$ cat src/rtl/arm_brf_pkg.sv
// Package for the banked ARM register file: transaction types, command codes,
// bank codes, mode encodings and the banking functions.
// No dependencies.
package arm_brf_pkg;

    localparam int unsigned NumPhys   = 36;
    localparam int unsigned PhysAw    = $clog2(NumPhys);
    localparam logic [31:0] CpsrReset = 32'h0000_01D3;

    typedef logic [PhysAw-1:0] t_phys_addr;

    typedef struct packed {
        logic [2:0]  command;
        logic [3:0]  reg_index;
        logic [31:0] write_value;
        logic [4:0]  new_mode;
        logic [4:0]  field_pos;
    } t_in_item;

    typedef struct packed {
        logic [31:0] read_value;
        logic        error;
    } t_out_item;

    localparam logic [2:0] CMD_REG_RD   = 3'd0;
    localparam logic [2:0] CMD_REG_WR   = 3'd1;
    localparam logic [2:0] CMD_MODE     = 3'd2;
    localparam logic [2:0] CMD_FIELD_RD = 3'd3;
    localparam logic [2:0] CMD_FIELD_WR = 3'd4;
    localparam logic [2:0] CMD_SPSR_RD  = 3'd5;
    localparam logic [2:0] CMD_SPSR_WR  = 3'd6;

    localparam logic [2:0] BANK_USR = 3'd0;
    localparam logic [2:0] BANK_FIQ = 3'd1;
    localparam logic [2:0] BANK_IRQ = 3'd2;
    localparam logic [2:0] BANK_SVC = 3'd3;
    localparam logic [2:0] BANK_ABT = 3'd4;
    localparam logic [2:0] BANK_UND = 3'd5;
    localparam logic [2:0] BANK_SYS = 3'd6;
    localparam logic [2:0] BANK_BAD = 3'd7;

    localparam logic [4:0] ENC_USR = 5'h10;
    localparam logic [4:0] ENC_FIQ = 5'h11;
    localparam logic [4:0] ENC_IRQ = 5'h12;
    localparam logic [4:0] ENC_SVC = 5'h13;
    localparam logic [4:0] ENC_ABT = 5'h17;
    localparam logic [4:0] ENC_UND = 5'h1B;
    localparam logic [4:0] ENC_SYS = 5'h1F;

    localparam logic [4:0] POS_MODE = 5'd0;
    localparam logic [4:0] POS_GE   = 5'd16;

    localparam logic [3:0] REG_R8  = 4'd8;
    localparam logic [3:0] REG_R13 = 4'd13;
    localparam logic [3:0] REG_R14 = 4'd14;

    localparam t_phys_addr BASE_FIQ  = t_phys_addr'(16);
    localparam t_phys_addr BASE_SVC  = t_phys_addr'(23);
    localparam t_phys_addr BASE_ABT  = t_phys_addr'(25);
    localparam t_phys_addr BASE_UND  = t_phys_addr'(27);
    localparam t_phys_addr BASE_IRQ  = t_phys_addr'(29);
    localparam t_phys_addr SPSR_FIQ  = t_phys_addr'(31);
    localparam t_phys_addr SPSR_SVC  = t_phys_addr'(32);
    localparam t_phys_addr SPSR_ABT  = t_phys_addr'(33);
    localparam t_phys_addr SPSR_UND  = t_phys_addr'(34);
    localparam t_phys_addr SPSR_IRQ  = t_phys_addr'(35);

    function automatic logic [2:0] bank_of_mode(input logic [4:0] mode);
        logic [2:0] bank;
        case (mode)
            ENC_USR: bank = BANK_USR;
            ENC_FIQ: bank = BANK_FIQ;
            ENC_IRQ: bank = BANK_IRQ;
            ENC_SVC: bank = BANK_SVC;
            ENC_ABT: bank = BANK_ABT;
            ENC_UND: bank = BANK_UND;
            ENC_SYS: bank = BANK_SYS;
            default: bank = BANK_BAD;
        endcase
        return bank;
    endfunction

    function automatic t_phys_addr phys_index(input logic [3:0] r, input logic [2:0] bank);
        t_phys_addr idx;
        t_phys_addr off;
        off = t_phys_addr'(r == REG_R14);
        idx = t_phys_addr'(r);
        if (bank == BANK_FIQ && r >= REG_R8 && r <= REG_R14) begin
            idx = BASE_FIQ + t_phys_addr'(r - REG_R8);
        end else if (r == REG_R13 || r == REG_R14) begin
            case (bank)
                BANK_SVC: idx = BASE_SVC + off;
                BANK_ABT: idx = BASE_ABT + off;
                BANK_UND: idx = BASE_UND + off;
                BANK_IRQ: idx = BASE_IRQ + off;
                default:  idx = t_phys_addr'(r);
            endcase
        end
        return idx;
    endfunction

    function automatic t_phys_addr spsr_index(input logic [2:0] bank);
        t_phys_addr idx;
        case (bank)
            BANK_FIQ: idx = SPSR_FIQ;
            BANK_SVC: idx = SPSR_SVC;
            BANK_ABT: idx = SPSR_ABT;
            BANK_UND: idx = SPSR_UND;
            BANK_IRQ: idx = SPSR_IRQ;
            default:  idx = SPSR_FIQ;
        endcase
        return idx;
    endfunction

    function automatic logic has_spsr(input logic [2:0] bank);
        return bank != BANK_USR && bank != BANK_SYS && bank != BANK_BAD;
    endfunction

    function automatic logic [31:0] field_mask(input logic [4:0] pos);
        logic [31:0] mask;
        if (pos == POS_MODE) begin
            mask = 32'h0000_001F;
        end else if (pos == POS_GE) begin
            mask = 32'h0000_000F;
        end else begin
            mask = 32'h0000_0001;
        end
        return mask;
    endfunction

endpackage

$ cat src/rtl/arm_brf_ram.sv
// Generic single-port RAM with registered read data.
// A read takes place when enabled without a write. No dependencies.
module arm_brf_ram #(
    parameter int unsigned WIDTH = 32,
    parameter int unsigned DEPTH = 36
) (
    input  logic                     i_clk,
    input  logic                     i_en,
    input  logic                     i_we,
    input  logic [$clog2(DEPTH)-1:0] i_addr,
    input  logic [WIDTH-1:0]         i_wdata,
    output logic [WIDTH-1:0]         o_rdata
);

    logic [WIDTH-1:0] r_mem [DEPTH];

    always_ff @(posedge i_clk) begin
        if (i_en) begin
            if (i_we) begin
                r_mem[i_addr] <= i_wdata;
            end else begin
                o_rdata <= r_mem[i_addr];
            end
        end
    end

endmodule

$ cat src/rtl/arm_banked_register_file_top.sv
// Top level of the banked ARM register file with CPSR.
// Depends on arm_brf_pkg and arm_brf_ram.
//
// Usage: each input transaction on i_item carries one command: a register
// read or write in the current bank, a mode change, a CPSR field read or
// write, or an SPSR read or write. Each command yields exactly one output
// transaction on o_item with the value read and an error flag.
// A transaction is taken at a rising edge with i_valid high and o_stall low;
// an output transaction completes with o_valid high and i_stall low.
// An accepted transaction passes through the internal stage and then the
// output register; o_valid rises once it reaches the output register.
// One transaction can be accepted in every cycle while o_stall is low; the
// register state and the RAM port update at the acceptance edge, where the
// RAM also registers its read data.
// The physical registers sit in a 36-entry RAM with a written flag per entry,
// so an entry never written since reset reads as zero.
// Reset sets the CPSR to supervisor mode with A, I and F set, selects the
// supervisor bank and clears all written flags; no clearing pass is needed.
// When the receiver stalls, the output register holds its transaction and
// o_stall rises once the internal stage is also full.
module arm_banked_register_file_top (
    input  logic                  i_clk,
    input  logic                  i_rst_n,
    input  logic                  i_valid,
    output logic                  o_stall,
    input  arm_brf_pkg::t_in_item i_item,
    output logic                  o_valid,
    input  logic                  i_stall,
    output arm_brf_pkg::t_out_item o_item
);

    import arm_brf_pkg::*;

    logic               in_acc;
    logic               s1_move;
    logic [2:0]         cmd;
    logic               is_mode_chg;
    logic [4:0]         mode_src;
    logic [2:0]         mode_bank;
    logic               mode_ok;
    logic               spsr_ok;
    logic               is_reg;
    logic               is_spsr;
    t_phys_addr         mem_addr;
    logic               mem_we;
    logic               mem_rd;
    logic [31:0]        mask;
    logic               err;
    logic [31:0]        field_val;
    logic [31:0]        ram_rdata;

    logic [31:0]        r_cpsr;
    logic [31:0]        n_cpsr;
    logic [2:0]         r_bank;
    logic [2:0]         n_bank;
    logic [NumPhys-1:0] r_seen;
    logic               r_s1_valid;
    logic               r_s1_from_mem;
    logic               r_s1_seen;
    logic [31:0]        r_s1_value;
    logic               r_s1_err;
    logic               r_out_valid;
    t_out_item          r_out_item;

    assign s1_move = !r_out_valid || !i_stall;
    assign o_stall = r_s1_valid && !s1_move;
    assign in_acc  = i_valid && !o_stall;

    always_comb begin
        cmd         = i_item.command;
        is_mode_chg = cmd == CMD_MODE || (cmd == CMD_FIELD_WR && i_item.field_pos == POS_MODE);
        mode_src    = (cmd == CMD_FIELD_WR) ? i_item.write_value[4:0] : i_item.new_mode;
        mode_bank   = bank_of_mode(mode_src);
        mode_ok     = mode_bank != BANK_BAD;
        spsr_ok     = has_spsr(r_bank);
        is_reg      = cmd == CMD_REG_RD || cmd == CMD_REG_WR;
        is_spsr     = cmd == CMD_SPSR_RD || cmd == CMD_SPSR_WR;
        mem_addr    = is_reg ? phys_index(i_item.reg_index, r_bank) : spsr_index(r_bank);
        mem_we      = cmd == CMD_REG_WR || (cmd == CMD_SPSR_WR && spsr_ok);
        mem_rd      = cmd == CMD_REG_RD || (cmd == CMD_SPSR_RD && spsr_ok);
        mask        = field_mask(i_item.field_pos);
        err         = (is_mode_chg && !mode_ok) || (is_spsr && !spsr_ok);
        field_val   = (cmd == CMD_FIELD_RD) ? ((r_cpsr >> i_item.field_pos) & mask) : 32'd0;

        n_cpsr = r_cpsr;
        n_bank = r_bank;
        if (in_acc) begin
            if (is_mode_chg) begin
                if (mode_ok) begin
                    n_cpsr = {r_cpsr[31:5], mode_src};
                    n_bank = mode_bank;
                end
            end else if (cmd == CMD_FIELD_WR) begin
                n_cpsr = (r_cpsr & ~(mask << i_item.field_pos))
                       | ((i_item.write_value & mask) << i_item.field_pos);
            end
        end
    end

    arm_brf_ram #(
        .WIDTH(32),
        .DEPTH(NumPhys)
    ) u_ram (
        .i_clk  (i_clk),
        .i_en   (in_acc && (mem_we || mem_rd)),
        .i_we   (mem_we),
        .i_addr (mem_addr),
        .i_wdata(i_item.write_value),
        .o_rdata(ram_rdata)
    );

    always_ff @(posedge i_clk) begin
        if (!i_rst_n) begin
            r_cpsr      <= CpsrReset;
            r_bank      <= BANK_SVC;
            r_seen      <= '0;
            r_s1_valid  <= 1'b0;
            r_out_valid <= 1'b0;
        end else begin
            r_cpsr <= n_cpsr;
            r_bank <= n_bank;
            if (in_acc && mem_we) begin
                r_seen[mem_addr] <= 1'b1;
            end
            if (in_acc) begin
                r_s1_valid <= 1'b1;
            end else if (s1_move) begin
                r_s1_valid <= 1'b0;
            end
            if (s1_move) begin
                r_out_valid <= r_s1_valid;
            end
        end
    end

    always_ff @(posedge i_clk) begin
        if (in_acc) begin
            r_s1_from_mem <= mem_rd;
            r_s1_seen     <= r_seen[mem_addr];
            r_s1_value    <= field_val;
            r_s1_err      <= err;
        end
        if (s1_move && r_s1_valid) begin
            r_out_item.error      <= r_s1_err;
            r_out_item.read_value <= r_s1_from_mem ? (r_s1_seen ? ram_rdata : 32'd0)
                                                   : r_s1_value;
        end
    end

    assign o_valid = r_out_valid;
    assign o_item  = r_out_item;

    // The bank select never holds the invalid code.
    a_bank_valid: assert property (@(posedge i_clk) disable iff (!i_rst_n)
        r_bank != BANK_BAD)
        else $error("bank select holds the invalid code");

    // A failed command never returns data.
    a_error_reads_zero: assert property (@(posedge i_clk) disable iff (!i_rst_n)
        o_valid && o_item.error |-> o_item.read_value == 32'd0)
        else $error("error transaction carries nonzero data");

    // A held internal stage is not lost while the output is stalled.
    a_stage_holds: assert property (@(posedge i_clk) disable iff (!i_rst_n)
        r_s1_valid && !s1_move |=> r_s1_valid && o_valid)
        else $error("internal stage dropped during stall");

    // A register write marks its physical entry as written.
    a_write_marks: assert property (@(posedge i_clk) disable iff (!i_rst_n)
        in_acc && mem_we |=> r_seen[$past(mem_addr)])
        else $error("written flag not set after write");

    // Backpressure to the sender only arises with both stages full.
    a_stall_full: assert property (@(posedge i_clk) disable iff (!i_rst_n)
        o_stall |-> r_s1_valid && r_out_valid && i_stall)
        else $error("stall raised with free space");

endmodule

$ cat config.mk
export PLATFORM = sky130hd
export DESIGN_NAME = arm_banked_register_file_top
export DESIGN_NICKNAME = d
export VERILOG_FILES = /design/src/rtl/arm_brf_pkg.sv /design/src/rtl/arm_brf_ram.sv /design/src/rtl/arm_banked_register_file_top.sv
export SDC_FILE = /design/constraint.sdc
export NUM_CORES = 1
export LEC_CHECK = 0
export ABC_AREA = 0
export CORE_UTILIZATION = 40
export CTS_CLUSTER_SIZE = 28
export DETAILED_ROUTE_END_ITERATION = 16
export DONT_BUFFER_PORTS = 1
export PLACE_DENSITY = 0.5
export SLEW_MARGIN = 10
export SYNTH_ARGS = -nofsm -noshare
export SYNTH_HDL_FRONTEND = slang
export SYNTH_SLANG_ARGS = --single-unit
export TNS_END_PERCENT = 1
$ cat constraint.sdc
create_clock -name i_clk -period 8.8 [get_ports i_clk]
set_input_delay 1.76 -clock i_clk [delete_from_list [all_inputs] [get_ports i_clk]]
set_output_delay 1.76 -clock i_clk [all_outputs]
set_load 0.01 [all_outputs]
### Word level (Yosys, flattened, before mapping)

Memories as Yosys holds them, arrays and structs flattened. A register that Yosys moved wholly into a read port is not among the register bits.
Cells that the tools add are included.

| operators by class | value |
|---|---|
| $add $sub $neg | 6 |
| magnitude comparators | 4 |
| eq/ne operators | 25 |
| shift operators | 3 |
| muxes and demuxes | 23 |
| bitwise logic cells | 8 |
| reduce and logical (&&, ||, !) cells | 39 |

Operator list:

| operator | count |
|---|---|
| $mux 32 | 4 |
| $and 32x32->32 | 3 |
| $shl 32x5->32 | 2 |
| $pmux 6 s4 | 2 |
| $eq 5x5->1 const B | 8 |
| $or 36x36->36 | 1 |
| $not 32->32 | 1 |
| $or 32x32->32 | 1 |
| $shr 32x5->32 | 1 |
| $add 5x1->6 const A | 4 |
| $pmux 3 s7 | 1 |
| $mux 6 | 3 |
| $eq 3x3->1 const B | 5 |
| $logic_and 1x1->1 | 15 |
| $mux 5 | 3 |
| $eq 3x2->1 const B | 4 |
| $logic_or 1x1->1 | 9 |
| $ne 3x3->1 const B | 3 |
| $reduce_and 3->1 | 3 |
| $eq 4x4->1 const B | 2 |
| $lt 6x7->1 const B | 1 |
| $mux 1 | 7 |
| $add 5x6->6 const A | 1 |
| $bmux 1 s6 | 1 |
| 15 further kinds | 23 |

| storage, ports and cells | value |
|---|---|
| bits in registers | 141 |
| RAM bits | 1152 |
| input port bits | 53 |
| output and inout bits | 35 |
| word-level logic and storage cells | 121 |
| memories | 1 |

Memory list:

| memory | depth | bits a word | rd ports | clocked after Yosys merged registers in | wr ports | line | source |
|---|---|---|---|---|---|---|---|
| u_ram.r_mem | 36 | 32 | 1 | 1 | 1 | arm_brf_ram.sv:15 | `logic [WIDTH-1:0] r_mem [DEPTH];` |

### Longest topological paths before layout

| logic depth | value |
|---|---|
| depth in word-level cells | 11 |
| gate-level depth with buffers | 14 |
| mapped depth without buffers | 8 |

### Cells and area by module

A second synthesis with hierarchy kept.

| second synthesis, totals | value |
|---|---|
| cell total of the unflattened synthesis | 3021 |
| area, all modules | 51291.7 um^2 |

By module, submodules not included:

| module | times used | cells an instance | area an instance (um^2) | sequential area each (um^2) |
|---|---|---|---|---|
| arm_brf_ram | 1 | 2389 | 45299.7 | 35554.1 |
| arm_banked_register_file_top | 1 | 632 | 5992.0 | 2692.6 |

### Least setup slack after synthesis

OpenSTA, ideal clock, no wires.

| timing path | value |
|---|---|
| path kind | in2reg |
| from | in i_item[47] (netlist name) |
| to | mem u_ram.r_mem[7][0], enable pin |
| library setup time | 464 ps |
| data arrival time | 5749 ps |
| data required time | 8336 ps |
| setup slack | 2588 ps |
| stages on the path | 11 |
| path buffers | 4 |
| cells stage by stage | buf_2 > or2_0 > clkbuf_1 > buf_4 > a32oi_1 > o221a_2 > buf_4 > nand2_1 > nor3_1 > nand2_1 > nor3_1 |

| between the ends | value |
|---|---|
| longest elaborated chain between the ends | 7 |
| elaborated cells between the ends (all ways) | 15 |
| those cells by class | eq/ne: 3; mux: 4; reduce/logical: 8 |

Ends and longest elaborated chain:

| item | line | source |
|---|---|---|
| start: declaration | arm_banked_register_file_top.sv:26 | `input arm_brf_pkg::t_in_item i_item,` |
| $eq 3x3->1, on equally long branches | arm_banked_register_file_top.sv:79, arm_banked_register_file_top.sv:80 |  |
| $logic_and 1x1->1, on equally long branches | arm_banked_register_file_top.sv:79, arm_banked_register_file_top.sv:80 |  |
| $logic_or 1x1->1, on equally long branches | arm_banked_register_file_top.sv:79, arm_banked_register_file_top.sv:80 |  |
| $logic_or 1x1->1 | arm_banked_register_file_top.sv:105 | `.i_en (in_acc && (mem_we \|\| mem_rd)),` |
| $logic_and 1x1->1 | arm_banked_register_file_top.sv:105 |  |
| $mux 1 | arm_brf_ram.sv:18 | `if (i_en) begin` |
| $mux 1 (not written as such) | arm_brf_ram.sv:20 | `r_mem[i_addr] <= i_wdata;` |
| end: declaration | arm_brf_ram.sv:15 |  |

Parallel ways exist; a longest one is shown, timed or not.

### Final worst setup path

| timing path | value |
|---|---|
| from | in i_item[48] (netlist name) |
| to | mem u_ram.r_mem[7][26], enable pin |

Same word-level chain as after synthesis.

==> metrics.txt <==
cts repair resizes=0; Clk pwr share=0.431; commonest cells after routing, fill and taps aside=edfxtp_1 (1225), nand2_1 (529), mux2i_1 (175); WP data arrival=6.26 ns; RSZ-0062 raised after global routing=no; CTS root buf=clkbuf_16; die width=361 um; Seq pwr share=0.509; Pleak=18.8 nW; Pwr Total=13.4 mW; Fillers=11100; area grow syn2layout=13.0%; number of global-route vias before repair=31000; Final Critical Period=5.83 ns; synth unique cells=81; first-pass iteration count of the detailed router=6; # DRC=0; routed wire length=172000 um; initial antenna violation count=13; status=finished, final reports clean; clk sinks=1298; Finished Cell Area=58400 um^2; Final Cycle Share=0.662; Avg Synthesized Cell Area=14.8 um^2; hold_ws=0.444 ns; Clock Tree Buf Depth=3; final antenna-violating net count=0; grt total ovfl=0; synthesized net count=3535; Initial Utilization=0.404; worst path required time=9.23 ns; critical path class=input port to flip-flop; CTS buffer count=138; GP Congestion=0.852; average wire per standard cell=32.6 um; Starting DRT DRC Count=4290; Least-Margin Pin Slew=1.26 ns; H-tree levels=4; vias per inst=6.13; Hold WC Path Type=flip-flop to flip-flop; setup TNS=0 ns; total track usage=0.261; final layout net count=3541; Max Cap Viol=0; crit-path max FO=22; Async S/R FF share, synth=0; CP endpoint kind=flip-flop; Non-Filler Instances=5261; Die ar.=131000 um^2; Core Region=128000 um^2; Final Hold Vio Count=0; worst skew pair latency=0.78 ns; Clk pin slew, worst setup/hold paths=0.06 ns; largest net degree at the start of global routing=136; Port Buf Inserts=0; Synth Flop Type=edfxtp_1; Sw Ratio=0.224; cell internal pwr=10.4 mW; CTS tree=done; net switching power=3.00 mW; io pins=88; DP Area=53800 um^2; Setup crit start kind=input port; setup bufs post-CTS=0; skew final=0.0271 ns; # rows=131; # setup viols final=0; combinational share of power=0.060; Post-synth EDFFs=1225; Placed Cells=5007; global-route wire length before repair=241000 um; Synth warnings=0; layout cell share with drive strength beyond 1=0.114; vias=32300; Gate Count Post-Synth=3482; fmax=172 MHz; Hold Buf Count CTS=0; Detailed Place HPWL=101000 um; #FFs+latches synth=1298; Slew Limit Fails=0; slew margin rel.=0.155; sequential fraction of the synthesis area=0.741; VDD IR max=0.149 mV; Die Y=361 um; power per cell area=229 nW/um^2; Post-Syn Area=51600 um^2; most common cell after layout, fill and taps aside=edfxtp_1
power groups by stage:
stage / Combinational, mW / Clock (mW) / Sequential, mW
floorplan: 0.497 / 0 / 6.93
global placement: 0.789 / 0 / 6.94
detailed placement: 0.792 / 0 / 6.94
CTS: 0.795 / 5.83 / 6.81
global route: 0.837 / 6.06 / 6.81
finish: 0.798 / 5.76 / 6.81
cell usage after synthesis, drive strengths merged (35+ instances only):
cell | n | share of area
a21oi | 116 | 0.011
dfxtp | 73 | 0.028
o21a | 41 | 0.0060
buf | 140 | 0.014
and3 | 112 | 0.014
o21ai | 108 | 0.010
a221oi | 58 | 0.0098
a31oi | 69 | 0.0085
nand2 | 531 | 0.039
nor3 | 43 | 0.0050
nand3 | 163 | 0.016
edfxtp | 1225 | 0.71
clkbuf | 93 | 0.0068
mux4 | 35 | 0.015
mux2i | 175 | 0.034
nor2 | 71 | 0.0052
a211oi | 106 | 0.016
registers in the layout, indices dropped and copies added, names as in the netlist:
register,cells
o_item,33
u_ram.o_rdata,32
r_s1_valid,1
r_s1_err,1
r_cpsr,32
u_ram.r_mem,1152
r_s1_value,5
r_s1_seen,1
o_valid,1
r_bank,3
r_s1_from_mem,1
r_seen,36
kinds of logic (layout without fill, tap and decap cells):
| logic type | after synthesis | in the layout | synth area share |
|---|---|---|---|
| AO/OA/AOI/OAI | 706 | 706 | 0.0948 |
| XOR/XNOR | 3 | 3 | 0.000654 |
| buffers and inverters | 246 | 361 | 0.0218 |
| flip-flops | 1298 | 1298 | 0.741 |
| multiplexers | 218 | 218 | 0.0509 |
| other | 0 | 2 | 0 |
| AND/OR/NAND/NOR | 1011 | 1011 | 0.0910 |
metrics by stage:
step / utilization / worst slack, ns
floorplan: - / 2.59
global placement: 0.421 / 2.27
detailed placement: 0.421 / 2.16
CTS: 0.456 / 2.93
global route: 0.456 / 2.65
finish: 0.456 / 2.97
layout make-up:
| cell class | instances | area (um^2) | area share |
|---|---|---|---|
| Antenna cell | 2 | 5.00 | 0.0000858 |
| Clock buffer | 174 | 3790 | 0.0649 |
| Clock inverter | 75 | 658 | 0.0113 |
| Inverter | 13 | 48.8 | 0.000836 |
| Multi-Input combinational cell | 1938 | 12600 | 0.217 |
| Sequential cell | 1298 | 38200 | 0.655 |
| Tap cell | 1662 | 2080 | 0.0356 |
| Timing Repair Buffer | 99 | 893 | 0.0153 |
worst paths after layout:
kind | startpoint | end | slack, ns | cells after the start
worst max-delay path | i_item[48] | u_ram.r_mem[7][26] | 2.97 | 8
worst min-delay path | r_s1_err | o_item[0] | 0.44 | 0
worst max register to register | r_bank[2] | u_ram.o_rdata[23] | 3.42 | 10
worst min register to register | r_s1_err | o_item[0] | 0.44 | 0
critical path: stages:
cell and delay, ns:
or2_0 0.59, a32oi_1 0.44, o221a_2 0.76, nand2_1 0.30, nor3_1 0.44, nand2_1 0.53, nor3_2 0.92, buf_4 0.49
metal layers:
layer	part of all wire	global-route usage	vias up
li1	-	-	13600
met5	0.000076	0	-
met3	0.080	0.0504	250
met2	0.47	0.417	1430
met1	0.42	0.361	16900
met4	0.029	0.0806	2
(Power assumes the default switching activity.)
